**src/rtl/fbfl_pkg.sv**
```systemverilog
package fbfl_pkg;

  // fixed field widths
  localparam int IDX_W   = 7;
  localparam int OFS_W   = 15;
  localparam int BB_W    = 8;
  localparam int APB_DW  = 32;
  localparam int APB_AW  = 3;

  // command codes
  localparam logic CMD_ALLOC = 1'b0;
  localparam logic CMD_FREE  = 1'b1;

  // status codes
  localparam logic ST_DONE  = 1'b0;
  localparam logic ST_EMPTY = 1'b1;

  // register map (index = paddr[2])
  localparam logic REG_BLOCK_BYTES = 1'b0;
  localparam logic [BB_W-1:0] BLOCK_BYTES_RST = 8'd10;

  // front end state
  typedef enum logic {
    FE_IDLE,
    FE_POP
  } fe_state_t;

  // result of the allocator front end
  typedef struct packed {
    logic             status;
    logic [IDX_W-1:0] index;
  } fe_res_t;

  // word travelling along the offset cells
  typedef struct packed {
    logic             valid;
    logic             status;
    logic [IDX_W-1:0] index;
    logic [OFS_W-1:0] acc;
  } stage_t;

endpackage

```
**src/rtl/fbfl_if.sv**
```systemverilog
interface fbfl_in_if;
  logic                        valid;
  logic                        ready;
  logic                        cmd;
  logic [fbfl_pkg::IDX_W-1:0]  block_index;

  modport source (output valid, cmd, block_index, input ready);
  modport sink   (input valid, cmd, block_index, output ready);
endinterface

interface fbfl_out_if;
  logic                        valid;
  logic                        ready;
  logic                        status;
  logic [fbfl_pkg::IDX_W-1:0]  result_index;
  logic [fbfl_pkg::OFS_W-1:0]  byte_offset;

  modport source (output valid, status, result_index, byte_offset, input ready);
  modport sink   (input valid, status, result_index, byte_offset, output ready);
endinterface

```
**src/rtl/fbfl_front.sv**
```systemverilog
module fbfl_front #(
  parameter int NUM_BLOCKS = 128
) (
  input  logic                       clk,
  input  logic                       rst_n,
  input  logic                       acc,
  input  logic                       cmd,
  input  logic [fbfl_pkg::IDX_W-1:0] block_index,
  output logic                       fe_idle,
  output fbfl_pkg::fe_res_t          res
);

  localparam int MEM_DEPTH = (NUM_BLOCKS < 128) ? NUM_BLOCKS : 128;
  localparam int AW        = (MEM_DEPTH > 1) ? $clog2(MEM_DEPTH) : 1;
  localparam int CW        = $clog2(NUM_BLOCKS + 1);

  fbfl_pkg::fe_state_t state_r, state_nxt;

  logic [fbfl_pkg::IDX_W-1:0] head_r, head_nxt;
  logic                       nonempty_r, nonempty_nxt;
  logic [CW-1:0]              cnt_r, cnt_nxt;
  logic [CW-1:0]              cnt_dec;
  logic [CW+fbfl_pkg::IDX_W-1:0] cnt_ext;

  // link memory: {more below, next lower entry}
  logic [fbfl_pkg::IDX_W:0]   link_mem [MEM_DEPTH];
  logic [fbfl_pkg::IDX_W:0]   rd_r;
  logic                       wr_en;
  logic                       in_range;

  assign cnt_dec  = cnt_r - CW'(1);
  assign cnt_ext  = {{fbfl_pkg::IDX_W{1'b0}}, cnt_dec};
  assign in_range = (32'(block_index) < NUM_BLOCKS);
  assign wr_en    = acc && (cmd == fbfl_pkg::CMD_FREE) && in_range;

  // link memory, read every cycle at the stack top
  always_ff @(posedge clk) begin
    if (wr_en) begin
      link_mem[block_index[AW-1:0]] <= {nonempty_r, head_r};
    end
    rd_r <= link_mem[head_r[AW-1:0]];
  end

  // next state
  always_comb begin
    state_nxt = state_r;
    case (state_r)
      fbfl_pkg::FE_IDLE: begin
        if (acc && (cmd == fbfl_pkg::CMD_ALLOC) && nonempty_r) begin
          state_nxt = fbfl_pkg::FE_POP;
        end
      end
      fbfl_pkg::FE_POP: state_nxt = fbfl_pkg::FE_IDLE;
      default:          state_nxt = fbfl_pkg::FE_IDLE;
    endcase
  end

  // outputs and stack/counter update
  always_comb begin
    fe_idle      = (state_r == fbfl_pkg::FE_IDLE);
    head_nxt     = head_r;
    nonempty_nxt = nonempty_r;
    cnt_nxt      = cnt_r;
    res.status   = fbfl_pkg::ST_DONE;
    res.index    = block_index;
    case (state_r)
      fbfl_pkg::FE_IDLE: begin
        if (cmd == fbfl_pkg::CMD_FREE) begin
          if (acc && in_range) begin
            head_nxt     = block_index;
            nonempty_nxt = 1'b1;
          end
        end else if (nonempty_r) begin
          res.index = head_r;
        end else if (cnt_r != '0) begin
          res.index = cnt_ext[fbfl_pkg::IDX_W-1:0];
          if (acc) begin
            cnt_nxt = cnt_dec;
          end
        end else begin
          res.status = fbfl_pkg::ST_EMPTY;
          res.index  = '0;
        end
      end
      fbfl_pkg::FE_POP: begin
        head_nxt     = rd_r[fbfl_pkg::IDX_W-1:0];
        nonempty_nxt = rd_r[fbfl_pkg::IDX_W];
      end
      default: ;
    endcase
  end

  // control registers
  always_ff @(posedge clk) begin
    if (!rst_n) begin
      state_r    <= fbfl_pkg::FE_IDLE;
      head_r     <= '0;
      nonempty_r <= 1'b0;
      cnt_r      <= CW'(NUM_BLOCKS);
    end else begin
      state_r    <= state_nxt;
      head_r     <= head_nxt;
      nonempty_r <= nonempty_nxt;
      cnt_r      <= cnt_nxt;
    end
  end

`ifndef SYNTHESIS
  // a pop always returns straight to idle after the link read
  a_pop_one_cycle: assert property (@(posedge clk) disable iff (!rst_n)
    (state_r == fbfl_pkg::FE_POP) |=> (state_r == fbfl_pkg::FE_IDLE))
    else $error("pop wait longer than one cycle");

  // no word taken while the head is being refetched
  a_no_acc_in_pop: assert property (@(posedge clk) disable iff (!rst_n)
    (state_r == fbfl_pkg::FE_POP) |-> !acc)
    else $error("word accepted during pop");

  // a valid free always leaves the stack non-empty
  a_free_pushes: assert property (@(posedge clk) disable iff (!rst_n)
    wr_en |=> (nonempty_r && (head_r == $past(block_index))))
    else $error("free did not push");

  // counter moves only on an allocate served by the counter
  a_cnt_only_alloc: assert property (@(posedge clk) disable iff (!rst_n)
    !(acc && (cmd == fbfl_pkg::CMD_ALLOC) && !nonempty_r) |=> $stable(cnt_r))
    else $error("counter moved unexpectedly");
`endif

endmodule

```
**src/rtl/fbfl_mul_cell.sv**
```systemverilog
module fbfl_mul_cell #(
  parameter int BIT = 0
) (
  input  logic                      clk,
  input  logic                      rst_n,
  input  logic                      en,
  input  logic [fbfl_pkg::BB_W-1:0] block_bytes,
  input  fbfl_pkg::stage_t          prev,
  output fbfl_pkg::stage_t          cur
);

  fbfl_pkg::stage_t            cur_r, cur_nxt;
  logic [fbfl_pkg::OFS_W-1:0]  pp;

  // partial product for this index bit
  assign pp = prev.index[BIT] ? (fbfl_pkg::OFS_W'(block_bytes) << BIT) : '0;

  always_comb begin
    cur_nxt     = prev;
    cur_nxt.acc = prev.acc + pp;
  end

  // valid under reset, payload without reset
  always_ff @(posedge clk) begin
    if (!rst_n) begin
      cur_r.valid <= 1'b0;
    end else if (en) begin
      cur_r.valid <= cur_nxt.valid;
    end
    if (en) begin
      cur_r.status <= cur_nxt.status;
      cur_r.index  <= cur_nxt.index;
      cur_r.acc    <= cur_nxt.acc;
    end
  end

  assign cur = cur_r;

endmodule

```
**src/rtl/fixed_block_free_list_allocator_unit.sv**
```systemverilog
// Fixed-size block pool with a LIFO free list. Each input word is an
// allocate or a free, and each gives exactly one result word: the block
// index (allocated, or the freed one echoed) and its byte offset, index
// times block_bytes. Freed blocks are reused first, most recent first;
// otherwise never-used blocks come out in descending order from
// NUM_BLOCKS-1. An allocate on an exhausted pool returns status 1 with
// index and offset zero. Frees of a double-freed block are not checked.
// A free or a counter allocate keeps the front end idle; an allocate
// served from the freed stack also passes through the pop state, since
// the new stack top comes back registered from the link memory. Results
// pass through the offset cells, one per index bit, and the whole cell
// row holds while the output word is not taken. block_bytes
// (APB register at byte address 0) may be changed only while idle.
module fixed_block_free_list_allocator_unit #(
  parameter int NUM_BLOCKS = 128
) (
  input  logic                            clk,
  input  logic                            rst_n,
  fbfl_in_if.sink                         in_ch,
  fbfl_out_if.source                      out_ch,
  input  logic                            psel,
  input  logic                            penable,
  input  logic                            pwrite,
  input  logic [fbfl_pkg::APB_AW-1:0]     paddr,
  input  logic [fbfl_pkg::APB_DW-1:0]     pwdata,
  output logic [fbfl_pkg::APB_DW-1:0]     prdata,
  output logic                            pready
);

  localparam int NCELL = fbfl_pkg::IDX_W;

  logic [fbfl_pkg::BB_W-1:0] block_bytes_r;
  logic                      cfg_wr;
  logic                      fe_idle;
  logic                      acc;
  logic                      en;
  fbfl_pkg::fe_res_t         fe_res;
  fbfl_pkg::stage_t          chain [NCELL+1];

  // configuration port
  assign pready = 1'b1;
  assign cfg_wr = psel && penable && pwrite && pready && (paddr[2] == fbfl_pkg::REG_BLOCK_BYTES);

  always_ff @(posedge clk) begin
    if (!rst_n) begin
      block_bytes_r <= fbfl_pkg::BLOCK_BYTES_RST;
    end else if (cfg_wr) begin
      block_bytes_r <= pwdata[fbfl_pkg::BB_W-1:0];
    end
  end

  always_comb begin
    prdata = '0;
    if (paddr[2] == fbfl_pkg::REG_BLOCK_BYTES) begin
      prdata = fbfl_pkg::APB_DW'(block_bytes_r);
    end
  end

  // handshake: cell row advances unless the output word is stuck
  assign en          = !chain[NCELL].valid || out_ch.ready;
  assign in_ch.ready = fe_idle && en;
  assign acc         = in_ch.valid && in_ch.ready;

  fbfl_front #(
    .NUM_BLOCKS (NUM_BLOCKS)
  ) u_front (
    .clk         (clk),
    .rst_n       (rst_n),
    .acc         (acc),
    .cmd         (in_ch.cmd),
    .block_index (in_ch.block_index),
    .fe_idle     (fe_idle),
    .res         (fe_res)
  );

  // head of the cell row
  always_comb begin
    chain[0].valid  = acc;
    chain[0].status = fe_res.status;
    chain[0].index  = fe_res.index;
    chain[0].acc    = '0;
  end

  // shift-add offset cells
  for (genvar k = 0; k < NCELL; k++) begin : g_cell
    fbfl_mul_cell #(
      .BIT (k)
    ) u_cell (
      .clk         (clk),
      .rst_n       (rst_n),
      .en          (en),
      .block_bytes (block_bytes_r),
      .prev        (chain[k]),
      .cur         (chain[k+1])
    );
  end

  // last cell is the output register
  assign out_ch.valid        = chain[NCELL].valid;
  assign out_ch.status       = chain[NCELL].status;
  assign out_ch.result_index = chain[NCELL].index;
  assign out_ch.byte_offset  = chain[NCELL].acc;

endmodule

```
**src/flat_wrapper.sv**
```systemverilog
// flat-port wrapper written by rule: the top's interface ports become plain ports
module fixed_block_free_list_allocator_unit_flat 
#(
  parameter int NUM_BLOCKS = 128
)
  (clk, rst_n, psel, penable, pwrite, paddr, pwdata, prdata, pready, in_ch_valid, in_ch_cmd, in_ch_block_index, in_ch_ready, out_ch_valid, out_ch_status, out_ch_result_index, out_ch_byte_offset, out_ch_ready);
  fbfl_in_if in_ch_i ();
  fbfl_out_if out_ch_i ();
  input  logic clk;
  input  logic rst_n;
  input  logic psel;
  input  logic penable;
  input  logic pwrite;
  input  logic [fbfl_pkg::APB_AW-1:0] paddr;
  input  logic [fbfl_pkg::APB_DW-1:0] pwdata;
  output logic [fbfl_pkg::APB_DW-1:0] prdata;
  output logic pready;
  input wire logic [$bits(in_ch_i.valid)-1:0] in_ch_valid;
  input wire logic [$bits(in_ch_i.cmd)-1:0] in_ch_cmd;
  input wire logic [$bits(in_ch_i.block_index)-1:0] in_ch_block_index;
  output wire logic [$bits(in_ch_i.ready)-1:0] in_ch_ready;
  output wire logic [$bits(out_ch_i.valid)-1:0] out_ch_valid;
  output wire logic [$bits(out_ch_i.status)-1:0] out_ch_status;
  output wire logic [$bits(out_ch_i.result_index)-1:0] out_ch_result_index;
  output wire logic [$bits(out_ch_i.byte_offset)-1:0] out_ch_byte_offset;
  input wire logic [$bits(out_ch_i.ready)-1:0] out_ch_ready;
  assign in_ch_i.valid = in_ch_valid;
  assign in_ch_i.cmd = in_ch_cmd;
  assign in_ch_i.block_index = in_ch_block_index;
  assign in_ch_ready = in_ch_i.ready;
  assign out_ch_valid = out_ch_i.valid;
  assign out_ch_status = out_ch_i.status;
  assign out_ch_result_index = out_ch_i.result_index;
  assign out_ch_byte_offset = out_ch_i.byte_offset;
  assign out_ch_i.ready = out_ch_ready;
  fixed_block_free_list_allocator_unit #(.NUM_BLOCKS(NUM_BLOCKS)) u_core (.clk(clk), .rst_n(rst_n), .in_ch(in_ch_i), .out_ch(out_ch_i), .psel(psel), .penable(penable), .pwrite(pwrite), .paddr(paddr), .pwdata(pwdata), .prdata(prdata), .pready(pready));
endmodule
```
**config.mk**
```make
export PLATFORM = sky130hd
export DESIGN_NAME = fixed_block_free_list_allocator_unit_flat
export DESIGN_NICKNAME = d
export VERILOG_FILES = /design/src/rtl/fbfl_pkg.sv /design/src/rtl/fbfl_if.sv /design/src/rtl/fbfl_front.sv /design/src/rtl/fbfl_mul_cell.sv /design/src/rtl/fixed_block_free_list_allocator_unit.sv /design/src/flat_wrapper.sv
export SDC_FILE = /design/constraint.sdc
export NUM_CORES = 1
export LEC_CHECK = 0
export ABC_AREA = 0
export BUFFER_PORTS_ARGS = -buffer_cell sky130_fd_sc_hd__buf_4
export CORE_ASPECT_RATIO = 1.4
export CORE_MARGIN = 2
export CORE_UTILIZATION = 36
export CTS_BUF_LIST = sky130_fd_sc_hd__clkbuf_4 sky130_fd_sc_hd__clkbuf_8 sky130_fd_sc_hd__clkbuf_16
export CTS_CLUSTER_DIAMETER = 80
export DETAILED_ROUTE_END_ITERATION = 7
export GPL_ROUTABILITY_DRIVEN = 0
export GPL_TIMING_DRIVEN = 0
export PLACE_DENSITY = 0.62
export SLEW_MARGIN = 25
export SYNTH_ARGS = -nofsm -noshare
export SYNTH_HDL_FRONTEND = slang
export SYNTH_SLANG_ARGS = --single-unit
```
**constraint.sdc**
```tcl
create_clock -name clk -period 7.41 [get_ports clk]
set_input_delay 0.741 -clock clk [delete_from_list [all_inputs] [get_ports clk]]
set_output_delay 0.741 -clock clk [all_outputs]
set_load 0.005 [all_outputs]
```
# After elaboration in Yosys (flattened, before gate mapping)
# Memory sizes are Yosys's and may differ from the RTL's. A register that Yosys moved wholly into a read port is not among the register bits.
# Index checks and enable logic that the tools add are counted.
[word_totals]
regBits = 193
mem_bits_rw = 1024
input_bits = 50
out_inout_bits = 58
word_cells = 84
n_memories = 1
[memory_table]
columns = ["memory", "words", "word_bits", "rd", "rd_clocked_by_memory_dff", "wr", "line_no", "text"]
rows = [
  ["u_core.u_front.link_mem", 128, 8, 1, 1, 1, "fbfl_front.sv:26", "logic [fbfl_pkg::IDX_W:0] link_mem [MEM_DEPTH];"],
]
[op_classes]
n_addsub = 7
eq_ne = 2
muxes = 22
n_bitwise = 4
reduce_logical = 14
[op_table]
columns = ["cell", "count"]
rows = [
  ["7-bit two-way mux", 6],
  ["15-bit by 10-bit adder with 15-bit output", 1],
  ["15-bit by 11-bit adder with 15-bit output", 1],
  ["15-bit by 12-bit adder with 15-bit output", 1],
  ["15-bit by 13-bit adder with 15-bit output", 1],
  ["15-bit by 14-bit adder with 15-bit output", 1],
  ["15-bit by 9-bit adder with 15-bit output", 1],
  ["14-bit two-way mux", 1],
  ["7-bit case mux with 2 select lines", 1],
  ["13-bit two-way mux", 1],
  ["12-bit two-way mux", 1],
  ["11-bit two-way mux", 1],
  ["10-bit two-way mux", 1],
  ["9-bit two-way mux", 1],
  ["1-bit logical AND", 8],
  ["8-bit two-way mux", 1],
  ["8-bit nonzero test", 1],
  ["8-bit by 1-bit subtractor with 8-bit output (second input constant)", 1],
  ["1-bit two-way mux", 6],
  ["5-bit AND reduction", 1],
  ["2-bit != test (second input constant)", 2],
  ["1-bit NOT", 4],
  ["1-bit case mux with 2 select lines", 2],
  ["3-bit OR reduction", 1],
  ["3 further kinds", 3],
]

# Logic depth before layout (Yosys ltp)
# Gate-level depths: netlist (run 1).
[logic_depth]
depth_word = 8
depth_mapped = 10
depth_no_buf = 10

# Modules after synthesis
# Synthesis (run 1) repeated with hierarchy kept, for this count alone.
[unflattened]
cells_unflattened = 2481
area_unflattened_um2 = 49789.0
[by_module_without_submodules]
columns = ["module", "n_inst", "cells_each", "area_per_inst_um2", "seq_area_each_um2"]
rows = [
  ["fbfl_front", 1, 1771, 40659.0, 31250.0],
  ["fbfl_mul_cell (u_core.g_cell[3].u_cell)", 1, 102, 1283.7, 710.7],
  ["fbfl_mul_cell (u_core.g_cell[1].u_cell)", 1, 96, 1251.2, 710.7],
  ["fbfl_mul_cell (u_core.g_cell[4].u_cell)", 1, 98, 1246.2, 710.7],
  ["fbfl_mul_cell (u_core.g_cell[0].u_cell)", 1, 90, 1236.2, 710.7],
  ["fbfl_mul_cell (u_core.g_cell[2].u_cell)", 1, 95, 1227.4, 710.7],
  ["fbfl_mul_cell (u_core.g_cell[5].u_cell)", 1, 82, 1157.4, 710.7],
  ["fbfl_mul_cell (u_core.g_cell[6].u_cell)", 1, 74, 1108.6, 710.7],
  ["fixed_block_free_list_allocator_unit", 1, 73, 619.3, 160.2],
]

# Worst setup path after synthesis (run 1)
# Ideal clock, no wire load.
[synth_path]
kind = "in2reg"
from = "input port out_ch_ready"
to = "memory u_core.u_front.link_mem[75][0] (netlist bit) (enable)"
setup_ns = 0.370
t_arrival_ns = 3.883
required_time_ns = 7.040
path_slack_ns = 3.156
path_stages = 8
n_path_buf = 3
cell_sequence = "nor2b_1 -> buf_2 -> inv_2 -> and4_1 -> buf_4 -> nand3_1 -> buf_2 -> nor2_1"
[synth_between]
elab_chain_cells = 6
[synth_lines]
columns = ["item", "line_no", "text"]
rows = [
  ["start: declaration", "flat_wrapper.sv:26", "input wire logic [$bits(out_ch_i.ready)-1:0] out_ch_ready;"],
  ["1-bit logical OR", "fixed_block_free_list_allocator_unit.sv:60", "assign en = !chain[NCELL].valid || out_ch.ready;"],
  ["1-bit logical AND", "fixed_block_free_list_allocator_unit.sv:61", "assign in_ch.ready = fe_idle && en;"],
  ["1-bit logical AND", "fixed_block_free_list_allocator_unit.sv:62", "assign acc = in_ch.valid && in_ch.ready;"],
  ["1-bit logical AND", "fbfl_front.sv:34", "assign wr_en = acc && (cmd == fbfl_pkg::CMD_FREE) && in_range;"],
  ["1-bit two-way mux", "fbfl_front.sv:38", "if (wr_en) begin"],
  ["1-bit two-way mux (not written as such)", "fbfl_front.sv:39", "link_mem[block_index[AW-1:0]] <= {nonempty_r, head_r};"],
  ["end: declaration", "fbfl_front.sv:26", ""],
]
# No other way between the ends.

# Worst setup path in the final report (run 1)
[layout_path]
from = "register u_core.g_cell[6].u_cell.cur[23] (netlist name)"
to = "memory u_core.u_front.link_mem[37][0] (netlist bit) (enable)"
[layout_between]
elab_chain_cells = 7
[layout_lines]
columns = ["item", "line_no"]
rows = [
  ["1-bit zero test", "fixed_block_free_list_allocator_unit.sv:60"],
  ["1-bit logical OR", "fixed_block_free_list_allocator_unit.sv:60"],
  ["1-bit logical AND", "fixed_block_free_list_allocator_unit.sv:61"],
  ["1-bit logical AND", "fixed_block_free_list_allocator_unit.sv:62"],
  ["1-bit logical AND", "fbfl_front.sv:34"],
  ["1-bit two-way mux", "fbfl_front.sv:38"],
  ["1-bit two-way mux (not written as such)", "fbfl_front.sv:39"],
]
# No other way between the ends.

==> flow_summary.toml, run 1 <==
[timing]
maxSlewHeadroom = 0.2969
rsz0062_at_grt = "false"
slew_violations = 0
tns_ns = 0
worst_pin_slew_ns = 1.052
fin_crit_ns = 4.054
max_freq_mhz = 246.7
clock_skew_ns = 0.04306
setup_violations = 0
hold_viol_final = 0
fin_crit_sh = 0.5471

[power]
p_leak_nw = 17.44
ir_drop_uv = 180.5
p_int_w = 0.01141
p_switching_w = 0.003274
p_clk_frac = 0.391
sw_frac_of_total = 0.2230
combPwrFrac = 0.077
p_seq_frac = 0.532
p_per_area_mw_per_mm2 = 268.4

[run_status]
status = "complete, no violations"

[logic_synthesis]
synth_edf_count = 1163
async_flop_share = 0
synth.cell_area_mm2 = 0.04788
synth_top_cells_by_area = "edfxtp_1, mux4_2, mux2i_1, nor2_1, dfxtp_1"
yosys.area.top_type = "edfxtp_1"
synth_ff_type = "edfxtp_1"
syn_avg_cell_area_um2 = 18.50
yosysSeqAreaShare = 0.7461
yosysTopAreaCellShare = 0.7293
synth_seq_cells = 1203
synth_cell_types = 55
ys_warn_count = 0
syn_inst = 2588

[min_path]
worstHoldStart = "pwdata[3]"
min_to = "u_core.block_bytes_r[3]$_SDFFE_PN1P_"
hp-class = "in -> reg"
whs_path_depth = 3

[setup_path]
crit_type = "reg -> reg"
critPathArrivalTime_ns = 4.39
path_max_fanout = 58
worstPathRequired_ns = 7.75
cpMaxStageDelayCell = "nor2_1"
cp-end-kind = "flop"
r2r_end = "u_core.u_front.link_mem[37][0]$_DFFE_PP_"
cpMostUsedCell = "buf_2"
rrSetupSlack_ns = 3.36
path_cells = "nor2b_1, buf_2, inv_8, and4_1, buf_4, nand3_1, buf_2, nor2_1"
reg2reg_depth = 8
r2r_start = "u_core.g_cell[6].u_cell.cur[23]$_SDFFE_PN0N_"
critPathLaunchType = "flop"
slowest_delay_ns = 0.73

[global_routing]
grt_use_total = 0.1675
grt_pass1_wl_um = 167100
grt_pass1_vias = 24750
grt.overflow.total = 0
grt_antenna_before_repair = 2
grt_start_max_net_pins = 91

[clock_tree]
clk_path_buf_depth = 3
clkTransAtPathRegs_ns = 0.06
cts-root-buf = "clkbuf_16"
cts.htree.levels = 3
cts-resized-gates = 0
hold_buffers = 0
cts_tree = "built"
cts_made_buffers = 113
clock_latency_ns = 0.74
post_cts_buffers = 0
cts_sinks = 1203

[floorplan]
num_rows = 158
fp.dieW_um = 312.2
coreArea_mm2 = 0.1323
die_area_mm2 = 0.1360
ioPinCount = 108
start_util = 0.3621
fp.dieH_um = 435.5

[place]
dpl-instance-area_mm2 = 0.05102
portBuffers = 52
hpwl_um = 77660

[route]
num_vias = 24400
viasPerCell = 5.247
drtAntennaViolNets = 0
totalWireLength_um = 115000
avgRoutedWirePerCell_um = 24.74
top_layer = "met4"
drt-pass1-iter-count = 7
drcViolationCount = 0
m1WireLength_um = 42750
dr_wl_met2_um = 60580
wl_met3_um = 6862
drtIter0Drc = 2358

[final_layout]
nNetsFinal = 2901
areaGrowthSynthToFinish_pct = 14.25
fill_cells = 11610
fin_area_mm2 = 0.05471
layout-drive-gt1-share = 0.1980

[flow_run]
drv_cap = 0
[cell type report]
cell class	instances	area (µm²)	area share
antenna	1	2.502	0.00004574
buffer	169	1114	0.02036
clock buffer	138	3057	0.05587
clock inverter	70	626.9	0.01146
inverter	28	112.6	0.002058
multi-input combinational	1211	11030	0.2017
sequential	1203	35750	0.6536
tap	1760	2202	0.04025
timing repair buffer	70	805.8	0.01473
[cell usage after synthesis, drive strengths merged (2+ instances only)]
| cell | number |
|---|---|
| mux4 | 192 |
| nand3b | 2 |
| conb | 2 |
| o211a | 6 |
| o21a | 2 |
| nor3 | 9 |
| ha | 49 |
| a21o | 11 |
| xnor2 | 35 |
| dfxtp | 40 |
| a21oi | 34 |
| xor2 | 11 |
| nor3b | 3 |
| clkbuf | 48 |
| a211oi | 64 |
| buf | 121 |
| nand2b | 4 |
| fa | 6 |
| edfxtp | 1163 |
| inv | 28 |
| nand3 | 18 |
| nor4 | 3 |
| nor2 | 216 |
| a21boi | 14 |
| or3 | 2 |
| nand2 | 86 |
| o22ai | 16 |
| nor2b | 33 |
| and3b | 2 |
| and2 | 45 |
| mux2i | 134 |
| o21ai | 70 |
| nand4 | 10 |
| a22oi | 93 |
| o41ai | 6 |
[flip-flops by register name, summed over array words and instances, names as in the netlist]
name	cells
u_core.u_front.link_mem	1024
u_core.g_cell.u_cell.cur	146
u_core.block_bytes_r	8
u_core.u_front.cnt_r	8
u_core.u_front.rd_r	8
u_core.u_front.head_r	7
u_core.u_front.nonempty_r	1
u_core.u_front.state_r	1
[layer usage]
| layer | up-vias | GRT usage |
|---|---|---|
| met5 | - | 0 |
| met4 | 0 | 0.07607 |
| met3 | 216 | 0.02494 |
| met2 | 833 | 0.2992 |
| met1 | 12690 | 0.1983 |
| li1 | 10660 | - |
[placed cells by master (no fill, tap or decap), types with 49 or more instances in the layout]
cell / n
nor2_1: 215
mux2i_1: 134
o21ai_0: 65
buf_4: 107
mux4_2: 192
nand2_1: 86
ha_1: 49
a211oi_1: 64
edfxtp_1: 1163
a22oi_1: 93
clkbuf_16: 115
[power groups by stage]
| stage | registers [W] | clock network [W] | logic [W] |
|---|---|---|---|
| after global placement | 0.00807 | 0 | 0.00100 |
| after global routing | 0.00784 | 0.00608 | 0.00122 |
| after CTS | 0.00782 | 0.00582 | 0.00114 |
| after detailed placement | 0.00796 | 0 | 0.00114 |
| final | 0.00781 | 0.00574 | 0.00113 |
| after floorplan | 0.00796 | 0 | 0.000682 |
[worst max-delay path, delay by kind of cell (launching register included)]
kind                   cells  cell delay, ns
buffers and inverters      4            1.35
AND/OR/NAND/NOR            4            1.93
flip-flops                 1            0.32
[through the flow]
stage               setup WS (ns)    util  power, W  hold WS [ns]  cells
finish                      3.356  0.4136   0.01468        0.2538   4650
global route                3.337  0.4136   0.01514        0.2501   4650
CTS                         3.401  0.4136   0.01479        0.2101   4649
detailed placement          3.043  0.3858  0.009102        0.4045   4441
global placement           0.4277  0.3823  0.009070        0.4007   4423
floorplan                   3.156       -  0.008644        0.4003   2611
[how the worst max path moves through the flow]
stage	depth (start not counted)	endpoint	slack, ns	from
final	8	u_core.u_front.link_mem[37][0]$_DFFE_PP_	3.36	u_core.g_cell[6].u_cell.cur[23]$_SDFFE_PN0N_
after global routing	8	u_core.u_front.link_mem[37][0]$_DFFE_PP_	3.34	u_core.g_cell[6].u_cell.cur[23]$_SDFFE_PN0N_
after CTS	7	u_core.u_front.link_mem[105][4]$_DFFE_PP_	3.40	u_core.g_cell[6].u_cell.cur[23]$_SDFFE_PN0N_
after detailed placement	8	u_core.u_front.link_mem[65][1]$_DFFE_PP_	3.04	out_ch_ready
after global placement	8	u_core.u_front.rd_r[5]$_DFF_P_	0.43	u_core.u_front.head_r[2]$_SDFFE_PN0P_
after floorplan	8	u_core.u_front.link_mem[75][0]$_DFFE_PP_	3.16	out_ch_ready
[cell families (layout without fill, tap and decap cells)]
group	Yosys count	count (layout)	synth area share
compound gates	320	320	0.04479
xor+xnor	46	46	0.008414
fa+ha+maj	55	55	0.01531
buf+inv	197	475	0.02540
flops	1203	1203	0.7461
mux	326	326	0.1183
other cells	2	26	0.0001568
simple gates	439	439	0.04155
No activity file was read; power rests on OpenSTA's default activity.
==> inputs of run 2 (changes only) <==
PLACE_DENSITY = 0.64   (was 0.62)
clock period = 3.65 ns   (was 7.41 ns; I/O delays follow)
==> flow_summary.toml, run 2 (synthesized netlist as in run 1, its figures left out) <==
[global_routing]
grt_start_max_net_pins = 90
grt_antenna_before_repair = 3
grt.overflow.total = 0
grt_pass1_wl_um = 166700
grt_pass1_vias = 24960
grt_use_total = 0.1670

[route]
totalWireLength_um = 115100
drtAntennaViolNets = 0
viasPerCell = 5.237
avgRoutedWirePerCell_um = 24.68
drt-pass1-iter-count = 6
drtIter0Drc = 2364
num_vias = 24420
drcViolationCount = 0

[setup_path]
path_max_fanout = 59
critPathArrivalTime_ns = 4.05
worstPathRequired_ns = 4.00
crit_type = "reg -> reg"
cpMaxStageDelayCell = "nor2_1"
critPathLaunchType = "flop"
cp-end-kind = "flop"
path_cells = "nor2b_1, buf_2, inv_8, and4_1, nand3_2, clkbuf_2, nor2_1"
slowest_delay_ns = 0.79

[final_layout]
layout_commonest_cell = "edfxtp_1"
utilization = 0.4195
ff_latch_area_mm2 = 0.03575
areaGrowthSynthToFinish_pct = 15.85
layout-drive-gt1-share = 0.2288
nNetsFinal = 2912
final_cell_mix = "edfxtp_1, mux4_2, nor2_1, mux2i_1, clkbuf_16"
fill_cells = 11510
largest_reg_flops = 1024
multi_input_area_mm2 = 0.01131

[floorplan]
start_util = 0.3621
ioPinCount = 108
fp.dieW_um = 312.2
coreArea_mm2 = 0.1323
fp.dieH_um = 435.5
die_area_mm2 = 0.1360
num_rows = 158

[clock_tree]
clk_path_buf_depth = 3
cts_made_buffers = 111
clkTransAtPathRegs_ns = 0.07
clock_latency_ns = 0.73
cts.htree.levels = 3
cts-root-buf = "clkbuf_16"
cts_tree = "built"
cts_sinks = 1203

[timing]
worst_pin_slew_ns = 0.9019
maxSlewHeadroom = 0.3987
setup_violations = 9
hold_viol_final = 0
clock_skew_ns = 0.05873
fin_crit_sh = 1.014
max_freq_mhz = 270.2
fin_crit_ns = 3.701
tns_ns = -0.3953
layout_setup_ws_ns = -0.05087
rsz0062_at_grt = "true"
slew_violations = 0

[run_status]
status = "finished with violations"
failed_checks = "setup timing"

[flow_run]
drv_cap = 0

[power]
p_leak_nw = 17.67
p_per_area_mw_per_mm2 = 555.5
ir_drop_uv = 399.5

[place]
portBuffers = 52
hpwl_um = 76280

[min_path]
hp-class = "in -> reg"
run 2: layer usage:
| layer | global-route usage | up-vias | part of all wire |
|---|---|---|---|
| met5 | 0 | - | 0 |
| met4 | 0.07475 | 0 | 0.041 |
| met3 | 0.02408 | 214 | 0.054 |
| met2 | 0.3065 | 821 | 0.54 |
| met1 | 0.1913 | 12720 | 0.37 |
| li1 | - | 10670 | - |
run 2: final timing paths:
check,from,to,slack [ns],cells past startpoint
setup / recovery,u_core.g_cell[6].u_cell.cur[23]$_SDFFE_PN0N_,u_core.u_front.link_mem[57][5]$_DFFE_PP_,-0.05,7
hold / removal,in_ch_block_index[1],u_core.u_front.head_r[1]$_SDFFE_PN0P_,0.07,4
setup reg to reg,u_core.g_cell[6].u_cell.cur[23]$_SDFFE_PN0N_,u_core.u_front.link_mem[57][5]$_DFFE_PP_,-0.05,7
hold reg to reg,u_core.g_cell[3].u_cell.cur[1]$_DFFE_PN_,u_core.g_cell[4].u_cell.cur[1]$_DFFE_PN_,0.42,0
run 2: where the power goes:
part	internal [W]	switching [W]	total, W
clock	0.00744	0.00519	0.0126
combinational	0.00100	0.00134	0.00234
sequential	0.0156	0.000209	0.0158
run 2: cell type report:
class,instances,area share
Sequential cell,1203,0.6445
Multi-Input combinational cell,1211,0.2039
Clock buffer,134,0.05404
Tap cell,1760,0.03970
Buffer,169,0.02010
Clock inverter,74,0.01856
Timing Repair Buffer,83,0.01710
Inverter,28,0.002030
Antenna cell,1,0.00004511
run 2: worst max-delay path, delay by kind of cell, from the launching register on:
kind          cells  cell delay, ns
buf+inv           3            1.13
flops             1            0.31
simple gates      4            1.81
run 2: what timing repair did:
item,in CTS,in global routing
setup endpoints to repair,399,358
pin swaps,4,1
hold endpoints to repair,12,0
buffers inserted,3,1
hold buffers,11,0
resized for setup,44,40
run 2: stage by stage:
| step | std cells | power, W | worst slack [ns] | area (µm²) | hold WS [ns] |
|---|---|---|---|---|---|
| after detailed placement | 4439 | 0.01846 | -0.5118 | 50990 | 0.4054 |
| after global routing | 4663 | 0.03169 | -0.1458 | 55470 | 0.09243 |
| final | 4663 | 0.03082 | -0.05087 | 55470 | 0.07427 |
| after global placement | 4423 | 0.01840 | -3.405 | 50560 | 0.4008 |
| after CTS | 4661 | 0.03097 | -0.03138 | 55330 | 0.01992 |
| after floorplan | 2611 | 0.01755 | 0.07970 | 47970 | 0.4003 |
